$ cat src/fbam_pkg.sv
`default_nettype none
package fbam_pkg;

    localparam int unsigned MAP_BITS_DEFAULT  = 1024;
    localparam int unsigned CFG_W             = 11;
    localparam int unsigned INDEX_W           = 10;
    localparam int unsigned WORD_W            = 32;
    localparam int unsigned WORD_LW           = 5;
    localparam logic [CFG_W-1:0] BITS_IN_USE_RESET = 11'd1024;

    localparam logic [1:0] CMD_FIND  = 2'd0;
    localparam logic [1:0] CMD_SET   = 2'd1;
    localparam logic [1:0] CMD_CLEAR = 2'd2;
    localparam logic [1:0] CMD_TEST  = 2'd3;

    typedef struct packed {
        logic [1:0]         command;
        logic [INDEX_W-1:0] bit_index;
    } t_req;

    typedef struct packed {
        logic               found;
        logic [INDEX_W-1:0] free_index;
        logic               bit_value;
        logic               range_error;
    } t_rsp;

    typedef enum logic [2:0] {
        ST_CLEAR,
        ST_IDLE,
        ST_ISSUE,
        ST_EVAL,
        ST_DONE
    } t_state;

    typedef struct packed {
        logic clear_wr;
        logic accept;
        logic eval;
        logic out_load;
    } t_dp_cmd;

    typedef struct packed {
        logic clear_last;
        logic eval_done;
        logic out_free;
    } t_dp_sts;

endpackage
`default_nettype wire

$ cat src/fbam_ctrl.sv
`default_nettype none
module fbam_ctrl (
    input  logic              i_clk,
    input  logic              i_rst_n,
    input  logic              i_in_valid,
    output logic              o_in_ready,
    input  fbam_pkg::t_dp_sts i_sts,
    output fbam_pkg::t_dp_cmd o_cmd
);
    import fbam_pkg::*;

    t_state r_state, n_state;

    always_ff @(posedge i_clk) begin
        if (!i_rst_n) begin
            r_state <= ST_CLEAR;
        end else begin
            r_state <= n_state;
        end
    end

    always_comb begin
        n_state    = r_state;
        o_in_ready = 1'b0;
        o_cmd      = '0;
        case (r_state)
            ST_CLEAR: begin
                o_cmd.clear_wr = 1'b1;
                if (i_sts.clear_last) begin
                    n_state = ST_IDLE;
                end
            end
            ST_IDLE: begin
                o_in_ready = 1'b1;
                if (i_in_valid) begin
                    o_cmd.accept = 1'b1;
                    n_state      = ST_ISSUE;
                end
            end
            ST_ISSUE: begin
                n_state = ST_EVAL;
            end
            ST_EVAL: begin
                o_cmd.eval = 1'b1;
                n_state    = i_sts.eval_done ? ST_DONE : ST_ISSUE;
            end
            ST_DONE: begin
                if (i_sts.out_free) begin
                    o_cmd.out_load = 1'b1;
                    n_state        = ST_IDLE;
                end
            end
            default: begin
                n_state = ST_CLEAR;
            end
        endcase
    end

endmodule
`default_nettype wire

$ cat src/fbam_dp.sv
`default_nettype none
module fbam_dp #(
    parameter int unsigned MAP_BITS = fbam_pkg::MAP_BITS_DEFAULT
) (
    input  logic                       i_clk,
    input  logic                       i_rst_n,
    input  logic                       i_cfg_valid,
    input  logic [fbam_pkg::CFG_W-1:0] i_cfg_data,
    input  fbam_pkg::t_req             i_in_data,
    input  fbam_pkg::t_dp_cmd          i_cmd,
    output fbam_pkg::t_dp_sts          o_sts,
    input  logic                       i_out_ready,
    output logic                       o_out_valid,
    output fbam_pkg::t_rsp             o_out_data
);
    import fbam_pkg::*;

    localparam int unsigned ROWS  = (MAP_BITS + WORD_W - 1) / WORD_W;
    localparam int unsigned RW    = (ROWS > 1) ? $clog2(ROWS) : 1;
    localparam int unsigned DEPTH = 1 << RW;
    localparam int unsigned CW0   = $clog2(MAP_BITS + 1);
    localparam int unsigned EW    = (CW0 > CFG_W) ? CW0 : CFG_W;
    localparam int unsigned XW    = EW + 1;
    localparam int unsigned HW    = RW + WORD_LW;
    localparam logic [EW-1:0] MAP_COUNT = EW'(MAP_BITS);

    logic [WORD_W-1:0]  r_mem [DEPTH];
    logic [WORD_W-1:0]  r_rdata;
    logic [RW-1:0]      r_row;
    logic [CFG_W-1:0]   r_bits_in_use;
    logic [1:0]         r_cmd;
    logic [WORD_LW-1:0] r_bit;
    logic               r_err;
    t_rsp               r_res;
    t_rsp               n_res;
    t_rsp               r_out;
    logic               r_out_valid;

    logic [EW-1:0]          cfg_ext;
    logic [EW-1:0]          eff_count;
    logic [EW-1:0]          idx_ext;
    logic [HW-1:0]          row_base;
    logic [XW-1:0]          rem;
    logic [WORD_W-1:0]      valid_mask;
    logic [WORD_W-1:0]      masked;
    logic [WORD_W-1:0]      bit_sel;
    logic                   any_free;
    logic                   last_row;
    logic [WORD_LW-1:0]     pos;
    logic [HW-1:0]          hit;
    logic [HW+INDEX_W-1:0]  hit_ext;
    logic                   eval_done;
    logic                   eval_wr;
    logic [WORD_W-1:0]      eval_wdata;
    logic                   mem_we;
    logic [WORD_W-1:0]      mem_wdata;

    // effective count and range check
    assign cfg_ext   = EW'(r_bits_in_use);
    assign eff_count = (cfg_ext > MAP_COUNT) ? MAP_COUNT : cfg_ext;
    assign idx_ext   = EW'(i_in_data.bit_index);

    // valid bits of the current row
    assign row_base = {r_row, WORD_LW'(0)};
    assign rem      = {1'b0, eff_count} - XW'(row_base);
    assign last_row = rem[XW-1] || (rem <= XW'(WORD_W));

    always_comb begin
        if (rem[XW-1] || (rem == '0)) begin
            valid_mask = '0;
        end else if (rem >= XW'(WORD_W)) begin
            valid_mask = '1;
        end else begin
            valid_mask = ~({WORD_W{1'b1}} << rem[WORD_LW-1:0]);
        end
    end

    assign masked   = r_rdata | ~valid_mask;
    assign any_free = ~&masked;

    always_comb begin
        pos = '0;
        for (int i = WORD_W - 1; i >= 0; i--) begin
            if (!masked[i]) begin
                pos = WORD_LW'(i);
            end
        end
    end

    assign hit     = {r_row, pos};
    assign hit_ext = {INDEX_W'(0), hit};
    assign bit_sel = WORD_W'(1) << r_bit;

    always_comb begin
        n_res      = '0;
        eval_done  = 1'b1;
        eval_wr    = 1'b0;
        eval_wdata = r_rdata;
        if (r_err) begin
            n_res.range_error = 1'b1;
        end else begin
            case (r_cmd)
                CMD_FIND: begin
                    if (any_free) begin
                        n_res.found      = 1'b1;
                        n_res.free_index = hit_ext[INDEX_W-1:0];
                    end else if (!last_row) begin
                        eval_done = 1'b0;
                    end
                end
                CMD_SET: begin
                    eval_wr    = 1'b1;
                    eval_wdata = r_rdata | bit_sel;
                end
                CMD_CLEAR: begin
                    eval_wr    = 1'b1;
                    eval_wdata = r_rdata & ~bit_sel;
                end
                CMD_TEST: begin
                    n_res.bit_value = r_rdata[r_bit];
                end
                default: begin
                    n_res = '0;
                end
            endcase
        end
    end

    assign mem_we    = i_cmd.clear_wr || (i_cmd.eval && eval_wr);
    assign mem_wdata = i_cmd.clear_wr ? '0 : eval_wdata;

    always_ff @(posedge i_clk) begin
        if (mem_we) begin
            r_mem[r_row] <= mem_wdata;
        end
        r_rdata <= r_mem[r_row];
    end

    always_ff @(posedge i_clk) begin
        if (!i_rst_n) begin
            r_row         <= '0;
            r_bits_in_use <= BITS_IN_USE_RESET;
            r_out_valid   <= 1'b0;
        end else begin
            if (i_cfg_valid) begin
                r_bits_in_use <= i_cfg_data;
            end
            if (i_cmd.clear_wr) begin
                r_row <= r_row + RW'(1);
            end else if (i_cmd.accept) begin
                r_row <= (i_in_data.command == CMD_FIND) ? '0 : idx_ext[WORD_LW +: RW];
            end else if (i_cmd.eval && !eval_done) begin
                r_row <= r_row + RW'(1);
            end
            if (i_cmd.out_load) begin
                r_out_valid <= 1'b1;
            end else if (i_out_ready) begin
                r_out_valid <= 1'b0;
            end
        end
    end

    // request and result payload
    always_ff @(posedge i_clk) begin
        if (i_cmd.accept) begin
            r_cmd <= i_in_data.command;
            r_bit <= i_in_data.bit_index[WORD_LW-1:0];
            r_err <= (i_in_data.command != CMD_FIND) && (idx_ext >= eff_count);
        end
        if (i_cmd.eval && eval_done) begin
            r_res <= n_res;
        end
        if (i_cmd.out_load) begin
            r_out <= r_res;
        end
    end

    assign o_sts.clear_last = &r_row;
    assign o_sts.eval_done  = eval_done;
    assign o_sts.out_free   = !r_out_valid || i_out_ready;

    assign o_out_valid = r_out_valid;
    assign o_out_data  = r_out;

endmodule
`default_nettype wire

$ cat src/free_bit_allocation_map_core.sv
// channel   direction  signals                                  payload
// request   in         i_in_valid / o_in_ready                  t_req: command, bit_index
// result    out        o_out_valid / i_out_ready                t_rsp: found, free_index,
//                                                                  bit_value, range_error
// config    in         i_cfg_valid / o_cfg_ready                i_cfg_data: bits_in_use
//
// set, clear, test and out-of-range requests pass once through the issue and evaluate states
// find repeats issue and evaluate once per 32-bit map row scanned in the single-port memory
// reset runs a clearing pass of one row per cycle, no requests taken
// the result register frees the request side: the next request transfers in the cycle after
// the result loads, while it waits; a second finished result stalls until the first leaves
// config writes are taken every cycle, including during the clearing pass
`default_nettype none
module free_bit_allocation_map_core #(
    parameter int unsigned MAP_BITS = fbam_pkg::MAP_BITS_DEFAULT
) (
    input  logic                       i_clk,
    input  logic                       i_rst_n,
    input  logic                       i_cfg_valid,
    output logic                       o_cfg_ready,
    input  logic [fbam_pkg::CFG_W-1:0] i_cfg_data,
    input  logic                       i_in_valid,
    output logic                       o_in_ready,
    input  fbam_pkg::t_req             i_in_data,
    output logic                       o_out_valid,
    input  logic                       i_out_ready,
    output fbam_pkg::t_rsp             o_out_data
);
    import fbam_pkg::*;

    t_dp_cmd dp_cmd;
    t_dp_sts dp_sts;

    assign o_cfg_ready = 1'b1;

    fbam_ctrl u_ctrl (
        .i_clk      (i_clk),
        .i_rst_n    (i_rst_n),
        .i_in_valid (i_in_valid),
        .o_in_ready (o_in_ready),
        .i_sts      (dp_sts),
        .o_cmd      (dp_cmd)
    );

    fbam_dp #(
        .MAP_BITS (MAP_BITS)
    ) u_dp (
        .i_clk       (i_clk),
        .i_rst_n     (i_rst_n),
        .i_cfg_valid (i_cfg_valid),
        .i_cfg_data  (i_cfg_data),
        .i_in_data   (i_in_data),
        .i_cmd       (dp_cmd),
        .o_sts       (dp_sts),
        .i_out_ready (i_out_ready),
        .o_out_valid (o_out_valid),
        .o_out_data  (o_out_data)
    );

endmodule
`default_nettype wire

$ cat config.mk
export PLATFORM = sky130hd
export DESIGN_NAME = free_bit_allocation_map_core
export DESIGN_NICKNAME = d
export VERILOG_FILES = /design/src/fbam_pkg.sv /design/src/fbam_ctrl.sv /design/src/fbam_dp.sv /design/src/free_bit_allocation_map_core.sv
export SDC_FILE = /design/constraint.sdc
export NUM_CORES = 1
export LEC_CHECK = 0
export ABC_CLOCK_PERIOD_IN_PS = 6300
export BUFFER_PORTS_ARGS = -buffer_cell sky130_fd_sc_hd__buf_2
export CORE_UTILIZATION = 42
export DETAILED_ROUTE_END_ITERATION = 10
export SLEW_MARGIN = 20
export SYNTH_ARGS = -nofsm -noshare
export SYNTH_HDL_FRONTEND = slang
export SYNTH_SLANG_ARGS = --single-unit
$ cat constraint.sdc
create_clock -name i_clk -period 6.3 [get_ports i_clk]
set_clock_uncertainty 0.2 [all_clocks]
set_input_delay 0.63 -clock i_clk [delete_from_list [all_inputs] [get_ports i_clk]]
set_output_delay 0.63 -clock i_clk [all_outputs]
set_load 0.02 [all_outputs]
# Yosys cells after proc, flatten, opt, wreduce, memory -nomap -nowiden
# Memory sizes are Yosys's and may differ from the RTL's. A register that Yosys moved wholly into a read port is not among the register bits.
# Cells that the tools add are included.
# W data, S select, Z words.
# op_classes
addsub	2
magnitude_cmp	5
n_eq_ne	10
shift	2
n_mux	68
bitwise_logic	24
reduce_logical	29
# op_table
operator	n
$mux W5	36
$mux W32	4
$not A32 Y32	3
$or A32 B32 Y32	2
$pmux W32 S2	1
$and A32 B32 Y32	1
$reduce_and A32 Y1	1
$shl A1 B5 Y32 const A	1
$shl A32 B5 Y32 const A	1
$mux W11	2
$mux W1	19
$reduce_or A19 Y1	1
$not A1 Y1	18
$pmux W3 S5	1
$ge A12 B6 Y1 const B	1
$le A12 B6 Y1 const B	1
$logic_not A12 Y1	1
$mux W3	4
$sub A11 B10 Y12	1
$ge A10 B11 Y1	1
$gt A11 B11 Y1 const B	1
$reduce_or A11 Y1	1
$reduce_or A7 Y1	1
$eq A3 B2 Y1 const B	2
21 further kinds	35
# word_totals
register_bits	54
ram_bits	1024
in_bits	28
out_inout_bits	16
elab_cells	161
mem_count	1
# memory_table
memory	depth	word_bits	read_ports	rd_clocked_by_memory_dff	write_ports	line_no	text
u_dp.r_mem	32	32	1	1	1	fbam_dp.sv:27	logic [WORD_W-1:0] r_mem [DEPTH];

# Longest topological paths before layout
# Gate-level depths: netlist (run 1).
# depth
word_depth	42
mapped_depth	18
mapped_depth_nobuf	14

# By module
# From an unflattened synthesis (run 1), not the netlist that was laid out.
# unflattened
hier_cells	2219
area_unflattened_um2	43843.3
# modules_own_cells
mod	n_inst	cells_per_inst	area_each_um2	seq_area_each_um2
fbam_dp	1	2195	43635.6	32751.4
fbam_ctrl	1	22	196.4	60.1
free_bit_allocation_map_core	1	2	11.3	0.0

# Worst setup path after synthesis (run 1)
# OpenSTA, ideal clock, no wires.
# synth_timing
path_kind	flip-flop to flip-flop
startpoint	register u_dp.r_bits_in_use[10], in the netlist u_dp.cfg_ext[10]
endpoint	register u_dp.r_res[0] in the netlist's numbering (enable)
setup_time_ns	0.384
arrival_ns	3.932
required_time_ns	5.716
path_slack_ns	1.784
path_stages_with_launch	16
n_path_buf	3
synth_period_minus_slack_ns	4.516
path_cell_list	dfxtp_1 > inv_1 > clkbuf_1 > nand2_1 > ha_1 > fa_1 > nand2b_1 > a21oi_4 > mux2_4 > buf_4 > a31oi_1 > nor4_4 > a21oi_2 > and4bb_1 > buf_4 > nor2_1
# synth_between
elab_chain_len	14
elab_cells_between_ends	20
cone_classes	add/sub: 1; order compare: 3; shift: 1; mux: 7; bitwise: 3; reduce/logical: 5
# synth_lines
item	line_no	text
start, declared	fbam_dp.sv:30	logic [CFG_W-1:0] r_bits_in_use;
start signal, assigned	fbam_dp.sv:146	r_bits_in_use <= i_cfg_data;
$gt A11 B11 Y1	fbam_dp.sv:60	assign eff_count = (cfg_ext > MAP_COUNT) ? MAP_COUNT : cfg_ext;
$mux W11 (*)	fbam_dp.sv:60	
$sub A11 B10 Y12 (*)	fbam_dp.sv:65	assign rem = {1'b0, eff_count} - XW'(row_base);
parallel branches: the longest is 7 deep, another holds $ge A12 B6 Y1	n/a	
$mux W1 (*)	fbam_dp.sv:104	if (any_free) begin
$mux W1 (*)	fbam_dp.sv:102	case (r_cmd)
$mux W1 (*)	fbam_dp.sv:99	if (r_err) begin
$logic_and A1 B1 Y1 (*)	fbam_dp.sv:170	if (i_cmd.eval && eval_done) begin
end signal, assigned	fbam_dp.sv:171	r_res <= n_res;
end, declared	fbam_dp.sv:34	t_rsp r_res;
# Mark *: on every way between the ends.
# A chain may end at the register's enable or synchronous reset.

# Worst setup path in the final report (run 1)
# layout_timing
startpoint	register u_dp.r_bits_in_use[10], in the netlist u_dp.cfg_ext[10]
endpoint	register u_dp.r_res[3] in the netlist's numbering (enable)
# Same word-level chain as after synthesis.

==> flow_metrics.py, run 1 <==
metrics = {
    "outcome": {
        "status": "finished, final reports clean",
    },
    "hold_path": {
        "whs_path_depth": 3,
        "min_to": "u_dp.o_out_valid",
        "hold_path.class": "input pin to register",
        "worstHoldStart": "i_out_ready",
    },
    "critical_path": {
        "worstPathRequired_ns": 6.50,
        "timing.rr.start": "u_dp.cfg_ext[10]",
        "path_class": "register to register",
        "reg2reg_depth": 13,
        "critPathMaxFanout": 20,
        "critPathMaxStageDelay_ns": 0.64,
        "cp.arrival_ns": 5.63,
        "crit_family": "simple AND/OR/NAND/NOR gates",
        "worstPathCellList": "inv_1 > nand2_1 > ha_1 > fa_1 > nand2b_1 > a21oi_4 > mux2_4 > a31oi_1 > nor3_2 > a21oi_2 > and4bb_1 > nor2_1 > buf_4",
        "cpMaxStageDelayCell": "nor2_1",
        "rrSetupSlack_ns": 0.87,
        "start_kind": "register",
        "worstReg2RegEnd": "u_dp.r_res[3]",
        "crit_path_end_kind": "register",
        "crit_buf_inv": 2,
    },
    "logic_synthesis": {
        "synth.top_cell.area_share_pct": 72.4,
        "yosys_warnings": 0,
        "async_flop_share_pct": 0,
        "synth_seq_cells": 1110,
        "synthesis.nets": 2275,
        "synth-edff-count": 1058,
        "syn_area_um2": 43900,
        "synth_flop_cell": "edfxtp_1",
        "yosysMostFrequentCell": "edfxtp_1",
        "ys_top_cells_by_area": "edfxtp_1, mux4_2, dfxtp_1",
        "synth_top_area_cell": "edfxtp_1",
        "yosysUniqueCellTypes": 78,
        "ys_top_cells_by_count": "edfxtp_1, mux4_2, a22oi_1",
        "synthCells": 2222,
        "yosysSeqAreaShare_pct": 74.8,
        "syn_avg_cell_area_um2": 19.7,
    },
    "pwr": {
        "p_int_w": 0.0123,
        "p_per_area_nw_per_um2": 315,
        "sw_frac_of_total_pct": 22.2,
        "power_frac_comb_pct": 6.4,
        "power_leakage_nw": 14.7,
        "seq_power_share_pct": 52.1,
        "power_frac_clock_pct": 41.5,
        "peakVddDrop_mv": 0.202,
        "p_switching_w": 0.00352,
        "fin_total_pwr_w": 0.0158,
    },
    "sta": {
        "hold_violations": 0,
        "timing.setup.tns_ns": 0,
        "worst_hold_slack_ns": 0.0418,
        "max_clock_freq_ghz": 0.184,
        "slew_viol_final": 0,
        "max_slew.worst_pin.slew_ns": 1.12,
        "fin_crit_sh_pct": 86.2,
        "setup_viol": 0,
        "rsz0062_at_grt": "no",
        "maxSlewHeadroom_pct": 24.8,
        "finalCriticalPeriod_ns": 5.43,
    },
    "run": {
        "cap_violations": 0,
    },
    "placement": {
        "hpwlAfterDp_mm": 68.2,
        "dpl_cell_area_um2": 46500,
        "dp.cells": 3613,
        "gp_congestion": 0.892,
        "port_buffers": 42,
    },
    "clocking": {
        "cts_root_buffer": "clkbuf_16",
        "htreeDepth": 3,
        "cts.sinks": 1110,
        "clk_pin_slew_ns": 0.06,
        "cts_resized": 0,
        "cts_setup_buffers": 0,
        "cts_tree": "yes",
        "cts_buffer_depth": 3,
        "cts_hold_buf": 18,
        "cts_inserted_buffers": 109,
        "clk_latency_ns": 0.71,
    },
    "floorplanning": {
        "fp.dieArea_um2": 106000,
        "rows": 118,
        "start_util_pct": 42.4,
        "chipHeight_um": 325,
        "core_um2": 103000,
        "die_w_um": 325,
        "io_pins": 44,
    },
    "global_routing": {
        "grt_max_degree": 145,
        "track_usage_pct": 22.5,
        "grt-ovfl-total": 0,
        "grt_pass1_wl_mm": 170,
        "antenna_found_initial": 0,
        "grt_pass1_vias": 23300,
    },
    "final_layout": {
        "nets": 2416,
        "layout.cells.non_filler": 3839,
        "final_area_um2": 50400,
        "nFillCells": 8308,
        "drive_above_1_share_pct": 27.3,
        "area_growth_pct": 14.8,
    },
    "routing": {
        "ant_nets": 0,
        "num_vias": 23400,
        "totalWireLength_mm": 119,
        "firstDrtPassIters": 5,
        "drc_errors": 0,
        "wl_per_cell_um": 31.0,
        "drtIter0Drc": 2595,
        "vias_per_cell": 6.10,
    },
}
-- cell usage in the layout (no fill, tap or decap), types with 23 or more instances in the layout --
master	n
ha_1	24
a21oi_1	78
o21ai_0	23
buf_4	94
nor2_1	52
clkinv_1	26
nand4_1	38
nand2_1	75
clkbuf_1	29
dfxtp_1	50
a22oi_1	129
clkbuf_16	109
buf_2	42
nor3_2	41
nor2_4	33
edfxtp_1	1058
mux4_2	266
-- power groups by stage --
stage | Combinational, W | Sequential (W) | Clock (W)
4_1_cts | 0.00102 | 0.00825 | 0.00668
2_1_floorplan | 0.000728 | 0.00830 | 0
3_5_place_dp | 0.00101 | 0.00840 | 0
3_3_place_gp | 0.00101 | 0.00840 | 0
6_report | 0.00102 | 0.00825 | 0.00658
5_1_grt | 0.00109 | 0.00825 | 0.00695
-- worst reg2reg max path, cell delays in order, from the launching register on --
cell	delay (ns)
dfxtp_1	0.44
inv_1	0.49
nand2_1	0.21
ha_1	0.27
fa_1	0.42
nand2b_1	0.20
a21oi_4	0.25
mux2_4	0.46
a31oi_1	0.45
nor3_2	0.13
a21oi_2	0.31
and4bb_1	0.36
nor2_1	0.65
buf_4	0.28
-- final cells by class --
type | count | area (um2) | area share [%]
repair buffers | 158 | 1180 | 2.35
diodes | 1 | 2.50 | 0.00497
clock inverters | 63 | 721 | 1.43
clock buffers | 143 | 2910 | 5.77
inverters | 23 | 86.3 | 0.171
well taps | 1380 | 1730 | 3.43
multi-input cells | 961 | 10900 | 21.7
flip-flops and latches | 1110 | 32800 | 65.2
-- state kept, by name, indices dropped and copies added (netlist names) --
signal / cells
u_dp.r_rdata: 32
u_dp.o_out_valid: 1
u_dp.r_res: 13
u_dp.r_mem: 1024
u_ctrl.r_state: 3
u_dp.r_row: 5
u_dp.r_cmd: 2
u_dp.o_out_data: 13
u_dp.r_err: 1
u_dp.r_bit: 5
u_dp.cfg_ext: 11
-- cells by family after synthesis --
group | Yosys count | synth area share, %
DFF | 1110 | 74.8
AOI/OAI and AO/OA | 332 | 5.29
and+or+nand+nor | 318 | 3.64
muxes | 283 | 14.1
buffers and inverters | 151 | 1.43
adders and majority gates | 25 | 0.730
xor gates and xnor gates | 2 | 0.0399
other | 1 | 0.00855
-- through the flow --
step,setup slack [ns],util (%)
finish,0.871,48.7
global route,0.662,48.7
CTS,0.827,48.6
detailed placement,0.861,45.0
global placement,0.973,44.9
floorplan,1.78,-
-- how the worst max path moves through the flow --
stage | start | to | slack (ns) | cells after the start
after floorplan | u_dp.cfg_ext[10] | u_dp.r_res[0] | 1.78 | 15
after global placement | u_dp.cfg_ext[10] | u_dp.r_res[2] | 0.97 | 13
after detailed placement | u_dp.cfg_ext[10] | u_dp.r_res[2] | 0.86 | 13
after CTS | u_dp.cfg_ext[10] | u_dp.r_res[3] | 0.83 | 13
final | u_dp.cfg_ext[10] | u_dp.r_res[3] | 0.87 | 13
after global routing | u_dp.cfg_ext[10] | u_dp.r_res[3] | 0.66 | 13
-- metal layers --
metal	up-vias	GRT usage, %	share of wire (%)
li1	9615	-	-
met1	12600	31.6	42
met2	1010	35.9	48
met3	183	3.96	7.1
met4	0	7.23	2.8
met5	-	0	0
Note: power is estimated with default switching activity, not from simulation.
==> run 2: changes to the inputs <==
--- a/config.mk
+++ b/config.mk
@@ -12,4 +12,5 @@
 export SLEW_MARGIN = 20
 export SYNTH_ARGS = -nofsm -noshare
 export SYNTH_HDL_FRONTEND = slang
+export SYNTH_HIERARCHICAL = 1
 export SYNTH_SLANG_ARGS = --single-unit
==> run 2 against run 1 <==
Total power decreased by 1.7%. Maximum frequency grew 11%. Non-clock buffer count increased by 9. Highest routed layer unchanged. Clock power down 4.7%.
==> flow_metrics.py, run 2 <==
metrics = {
    "outcome": {
        "status": "finished, final reports clean",
    },
    "pwr": {
        "power_frac_comb_pct": 6.7,
        "power_frac_clock_pct": 40.2,
        "p_int_w": 0.0120,
        "power_leakage_nw": 14.5,
        "seq_power_share_pct": 53.1,
        "p_per_area_nw_per_um2": 310,
        "peakVddDrop_mv": 0.239,
        "sw_frac_of_total_pct": 22.7,
        "p_switching_w": 0.00353,
    },
    "critical_path": {
        "worstPathRequired_ns": 6.47,
        "cpMaxStageDelayCell": "and3_1",
        "crit_family": "simple AND/OR/NAND/NOR gates",
        "cp.arrival_ns": 5.06,
        "timing.rr.start": "u_dp/r_row[3]",
        "cp_common_cell": "o21ai_1",
        "crit_buf_inv": 1,
        "start_kind": "register",
        "worstPathCellList": "inv_2 > ha_1 > o21a_1 > o21ai_1 > and3_1 > a31oi_1 > nor4_1 > o21ai_1 > nor2_1 > nand3_1 > and2_1",
        "critPathMaxFanout": 17,
        "crit_path_end_kind": "register",
        "setup.worst_path.start": "u_dp/r_row[3]",
        "critPathMaxStageDelay_ns": 0.70,
        "path_class": "register to register",
    },
    "sta": {
        "max_slew.worst_pin.slew_ns": 1.18,
        "setup_viol": 0,
        "hold_violations": 0,
        "max_clock_freq_ghz": 0.205,
        "rsz0062_at_grt": "no",
        "slew_viol_final": 0,
        "fin_crit_sh_pct": 77.5,
        "maxSlewHeadroom_pct": 21.2,
        "timing.setup.tns_ns": 0,
        "finalCriticalPeriod_ns": 4.89,
    },
    "logic_synthesis": {
        "synthesis.nets": 2272,
        "yosysUniqueCellTypes": 82,
        "yosysSeqAreaShare_pct": 74.8,
        "synth-edff-count": 1058,
        "ys_top_cells_by_count": "edfxtp_1, mux4_2, a22oi_1",
        "async_flop_share_pct": 0,
        "syn_area_um2": 43800,
        "syn_avg_cell_area_um2": 19.8,
        "ys_top_cells_by_area": "edfxtp_1, mux4_2, dfxtp_1",
        "synthCells": 2219,
        "synth_flop_cell": "edfxtp_1",
        "synth_seq_cells": 1110,
        "synth_top_area_cell": "edfxtp_1",
        "synth.top_cell.area_share_pct": 72.5,
        "yosys_warnings": 6,
        "yosysMostFrequentCell": "edfxtp_1",
    },
    "routing": {
        "vias_per_cell": 6.11,
        "wl_per_cell_um": 31.0,
        "firstDrtPassIters": 5,
        "drtIter0Drc": 2604,
        "ant_nets": 0,
        "totalWireLength_mm": 119,
        "drc_errors": 0,
        "num_vias": 23400,
    },
    "floorplanning": {
        "die_w_um": 325,
        "fp.dieArea_um2": 106000,
        "io_pins": 44,
        "chipHeight_um": 325,
        "core_um2": 103000,
        "rows": 118,
        "start_util_pct": 42.4,
    },
    "placement": {
        "hpwlAfterDp_mm": 68.7,
        "gp_congestion": 0.920,
        "port_buffers": 42,
    },
    "global_routing": {
        "grt_pass1_vias": 23400,
        "track_usage_pct": 22.6,
        "antenna_found_initial": 0,
        "grt_pass1_wl_mm": 171,
        "grt-ovfl-total": 0,
        "grt_max_degree": 146,
    },
    "hold_path": {
        "worstHoldStart": "i_cfg_data[10]",
        "hold_path.class": "input pin to register",
    },
    "clocking": {
        "clk_pin_slew_ns": 0.06,
        "cts.sinks": 1110,
        "cts_tree": "yes",
        "cts_root_buffer": "clkbuf_16",
        "htreeDepth": 3,
        "cts_hold_buf": 18,
        "cts_inserted_buffers": 108,
        "cts_setup_buffers": 0,
        "cts_buffer_depth": 3,
        "cts_resized": 0,
        "clk_latency_ns": 0.71,
    },
    "final_layout": {
        "drive_above_1_share_pct": 27.6,
        "area_growth_pct": 14.7,
        "diodes": 0,
        "layout_commonest_cell": "edfxtp_1",
        "final_cell_mix": "edfxtp_1, mux4_2, a22oi_1",
        "largest_registers": "u_dp/r_mem x1024, u_dp/r_rdata x32",
        "regMostFlops": "u_dp/r_mem",
        "nets": 2419,
        "largest_reg_flops": 1024,
        "nFillCells": 8283,
        "postLayoutCoreUtil_pct": 48.6,
    },
    "run": {
        "cap_violations": 0,
    },
}
-- run 2: cell type report --
| cell class | count | area [um2] | share of cell area [%] |
|---|---|---|---|
| Tap cell | 1380 | 1730 | 3.43 |
| Inverter | 26 | 98.8 | 0.197 |
| Timing Repair Buffer | 167 | 1380 | 2.74 |
| Clock inverter | 58 | 512 | 1.02 |
| Sequential cell | 1110 | 32800 | 65.3 |
| Clock buffer | 142 | 2900 | 5.77 |
| Multi-Input combinational cell | 953 | 10800 | 21.6 |
-- run 2: worst paths after layout --
path / endpoint / slack [ns] / depth (start not counted)
worst max-delay path: u_dp/r_res[8] / 1.41 / 11
worst min-delay path: u_dp/cfg_ext[10] / 0.05 / 3
worst max register to register: u_dp/r_res[8] / 1.41 / 11
worst min register to register: u_dp/o_out_data[5] / 0.22 / 0
-- run 2: power groups by stage --
stage          combinational, W  sequential, W  clock (W)
4_1_cts                 0.00104        0.00827    0.00637
3_5_place_dp            0.00103        0.00842          0
3_3_place_gp            0.00103        0.00842          0
6_report                0.00104        0.00827    0.00627
2_1_floorplan          0.000733        0.00831          0
5_1_grt                 0.00111        0.00827    0.00664
-- run 2: per-layer routing --
metal | track usage, % | up-vias | part of all wire (%)
li1 | - | 9602 | -
met1 | 31.8 | 12600 | 42
met2 | 36.2 | 1057 | 48
met3 | 3.38 | 186 | 7.1
met4 | 7.90 | 0 | 3.1
met5 | 0 | - | 0
-- run 2: worst register-to-register path, cell delays in order (launching register included) --
cell	delay (ns)
dfxtp_1	0.63
inv_2	0.24
ha_1	0.40
o21a_1	0.20
o21ai_1	0.16
and3_1	0.70
a31oi_1	0.28
nor4_1	0.64
o21ai_1	0.26
nor2_1	0.24
nand3_1	0.20
and2_1	0.42
-- run 2: cells by family (layout without fill, tap and decap cells) --
family / Yosys count / after routing / share of synthesized area (%)
AOI/OAI and AO/OA: 330 / 330 / 5.32
xor gates and xnor gates: 3 / 3 / 0.0599
adders and majority gates: 25 / 25 / 0.731
buffers and inverters: 156 / 393 / 1.48
DFF: 1110 / 1110 / 74.8
muxes: 281 / 281 / 14.0
other: 1 / 1 / 0.00855
and+or+nand+nor: 313 / 313 / 3.54
-- run 2: metrics by stage --
| stage | setup WS (ns) | hold slack (ns) | area, um2 | power [W] | std cells |
|---|---|---|---|---|---|
| 3_3_place_gp | 1.63 | 0.215 | 46500 | 0.00945 | 3609 |
| 5_1_grt | 1.17 | 0.0432 | 50300 | 0.0160 | 3836 |
| 2_1_floorplan | 2.13 | 0.200 | 43800 | 0.00904 | 2219 |
| 6_report | 1.41 | 0.0537 | 50300 | 0.0156 | 3836 |
| 3_5_place_dp | 1.47 | 0.205 | 46600 | 0.00945 | 3617 |
| 4_1_cts | 1.46 | 0.0232 | 50200 | 0.0157 | 3835 |
==> run 3: changes to the inputs <==
--- a/config.mk
+++ b/config.mk
@@ -5,7 +5,7 @@
 export SDC_FILE = /design/constraint.sdc
 export NUM_CORES = 1
 export LEC_CHECK = 0
-export ABC_CLOCK_PERIOD_IN_PS = 6300
+export ABC_CLOCK_PERIOD_IN_PS = 4500
 export BUFFER_PORTS_ARGS = -buffer_cell sky130_fd_sc_hd__buf_2
 export CORE_UTILIZATION = 42
 export DETAILED_ROUTE_END_ITERATION = 10
==> constraint.sdc (replaced) <==
create_clock -name i_clk -period 4.5 [get_ports i_clk]
set_clock_uncertainty 0.2 [all_clocks]
set_input_delay 0.45 -clock i_clk [delete_from_list [all_inputs] [get_ports i_clk]]
set_output_delay 0.45 -clock i_clk [all_outputs]
set_load 0.02 [all_outputs]
==> run 3 against run 2 <==
Sequential power up 40%. Flip-flop and latch count unchanged. Sequential share of layout area down 0.73 points. Design area up 1.1%. Via count up 0.91%. Clock power up 46%. Utilization up 0.55 points. Maximum frequency up 13%. Total power up 43%. Register-to-register slack worse by 1.2 ns. Largest power group unchanged.
==> flow_metrics.py, run 3 (synthesis results as in run 2) <==
metrics = {
    "final_layout": {
        "area_growth_pct": 16.0,
        "final_cell_mix": "edfxtp_1, mux4_2, a22oi_1",
        "multi_input_area_um2": 10900,
        "diodes": 0,
        "nets": 2446,
        "layout.cells.non_filler": 3867,
        "layout_commonest_cell": "edfxtp_1",
        "register_area_um2": 32800,
        "drive_above_1_share_pct": 28.3,
        "largest_registers": "u_dp/r_mem x1024, u_dp/r_rdata x32",
        "final_area_um2": 50800,
        "regMostFlops": "u_dp/r_mem",
        "largest_reg_flops": 1024,
        "nFillCells": 8284,
    },
    "hold_path": {
        "whs_path_depth": 4,
        "hold_path.class": "input pin to register",
    },
    "critical_path": {
        "cpMaxStageDelayCell": "fa_1",
        "critPathMaxFanout": 9,
        "start_kind": "register",
        "crit_family": "simple AND/OR/NAND/NOR gates",
        "worstPathCellList": "nand2b_1 > ha_1 > fa_1 > nand2b_1 > a21oi_4 > mux2_4 > buf_4 > a41oi_1 > nor2b_1 > a41oi_4 > nor2_1 > nand3_1 > and2_2 > buf_4",
        "crit_path_end_kind": "register",
        "worstPathRequired_ns": 4.71,
        "cp.arrival_ns": 4.53,
        "critPathMaxStageDelay_ns": 0.46,
        "path_class": "register to register",
        "reg2reg_depth": 14,
        "cp_num_cells": 14,
        "crit_buf_inv": 2,
    },
    "sta": {
        "fin_crit_sh_pct": 96.0,
        "hold_violations": 0,
        "finalCriticalPeriod_ns": 4.32,
        "timing.setup.tns_ns": 0,
        "setup_slack_ns": 0.180,
        "setup_viol": 0,
        "slew_viol_final": 0,
        "max_clock_freq_ghz": 0.231,
        "maxSlewHeadroom_pct": 23.6,
        "max_slew.worst_pin.slew_ns": 1.14,
    },
    "clocking": {
        "cts_root_buffer": "clkbuf_16",
        "cts.sinks": 1110,
        "clk_latency_ns": 0.70,
        "cts_tree": "yes",
        "clk_pin_slew_ns": 0.06,
        "htreeDepth": 3,
        "cts_buffer_depth": 3,
        "cts_inserted_buffers": 110,
    },
    "placement": {
        "dp.cells": 3629,
        "port_buffers": 42,
        "gp_congestion": 0.903,
        "dpl_cell_area_um2": 46900,
        "hpwlAfterDp_mm": 66.2,
        "dp_slack_ns": 0.140,
    },
    "floorplanning": {
        "die_w_um": 325,
        "start_util_pct": 42.4,
        "fp.dieArea_um2": 106000,
        "core_um2": 103000,
        "io_pins": 44,
        "chipHeight_um": 325,
        "rows": 118,
    },
    "pwr": {
        "p_per_area_nw_per_um2": 438,
        "peakVddDrop_mv": 0.318,
        "power_leakage_nw": 14.7,
    },
    "global_routing": {
        "grt-ovfl-total": 0,
        "track_usage_pct": 22.8,
        "antenna_found_initial": 0,
        "grt_pass1_vias": 23600,
        "grt_pass1_wl_mm": 172,
        "grt_max_degree": 140,
    },
    "routing": {
        "wl_per_cell_um": 31.3,
        "ant_nets": 0,
        "vias_per_cell": 6.11,
        "firstDrtPassIters": 5,
        "drc_errors": 0,
        "drtIter0Drc": 2737,
        "totalWireLength_mm": 121,
        "num_vias": 23600,
    },
    "outcome": {
        "status": "finished, final reports clean",
    },
    "run": {
        "cap_violations": 0,
    },
}
## run 3: cell count changes in the layout (fill, tap and decap cells not counted), moves of 2 or more
| cell | change |
|---|---|
| buf_4 | +2 |
| dlygate4sd3_1 | +11 |
| inv_8 | +2 |
| clkinv_2 | -4 |
| bufinv_16 | +5 |
| clkbuf_16 | +3 |
| inv_16 | -3 |
| clkbuf_1 | -3 |
| buf_16 | -7 |
| clkinvlp_4 | +4 |
| buf_12 | +19 |
| inv_6 | -4 |
| clkbuf_8 | +4 |
## run 3: worst register-to-register path: stages (launching register included)
cell	delay, ns
dfxtp_1	0.36
nand2b_1	0.20
ha_1	0.23
fa_1	0.46
nand2b_1	0.22
a21oi_4	0.25
mux2_4	0.41
buf_4	0.17
a41oi_1	0.28
nor2b_1	0.16
a41oi_4	0.35
nor2_1	0.12
nand3_1	0.17
and2_2	0.25
buf_4	0.20
## run 3: layout make-up
type	count	share of cell area, %
Sequential cell	1110	64.6
Multi-Input combinational cell	954	21.4
Timing Repair Buffer	191	3.30
Inverter	26	0.194
Tap cell	1380	3.40
Clock buffer	146	5.94
Clock inverter	60	1.22
## run 3: timing repair
action                                  CTS  global route
setup buffers                             0             2
endpoints found under the hold margin    27             0
hold buffers                             29             0
endpoints found under the setup margin    0            18
gates resized for setup                   0             5
## run 3: power breakdown
group          switching, W  leakage [nW]  internal, W
clock network       0.00384          1.77      0.00535
registers          0.000207          9.14       0.0113
logic              0.000897          3.84     0.000651
total               0.00494          14.7       0.0173
## run 3: stage by stage
stage	hold WS [ns]	power [W]	util, %
CTS	0.00500	0.0224	49.1
global route	0.0443	0.0229	49.1
finish	0.0425	0.0223	49.1
global placement	0.216	0.0133	45.3
floorplan	0.200	0.0127	-
detailed placement	0.206	0.0133	45.3
## run 3: final timing paths
check                        start                  to  slack [ns]
setup / recovery  u_dp/cfg_ext[10]       u_dp/r_res[2]        0.18
hold / removal        i_in_data[9]       u_dp/r_row[4]        0.04
setup reg to reg  u_dp/cfg_ext[10]       u_dp/r_res[2]        0.18
hold reg to reg      u_dp/r_res[8]  u_dp/o_out_data[8]        0.22
## run 3: layer usage
metal / vias up / track usage, % / routed length [um]
li1: 9677 / - / -
met3: 190 / 3.32 / 8620
met4: 0 / 7.25 / 3450
met2: 1018 / 36.8 / 58600
met5: - / 0 / 0
met1: 12800 / 32.2 / 50300
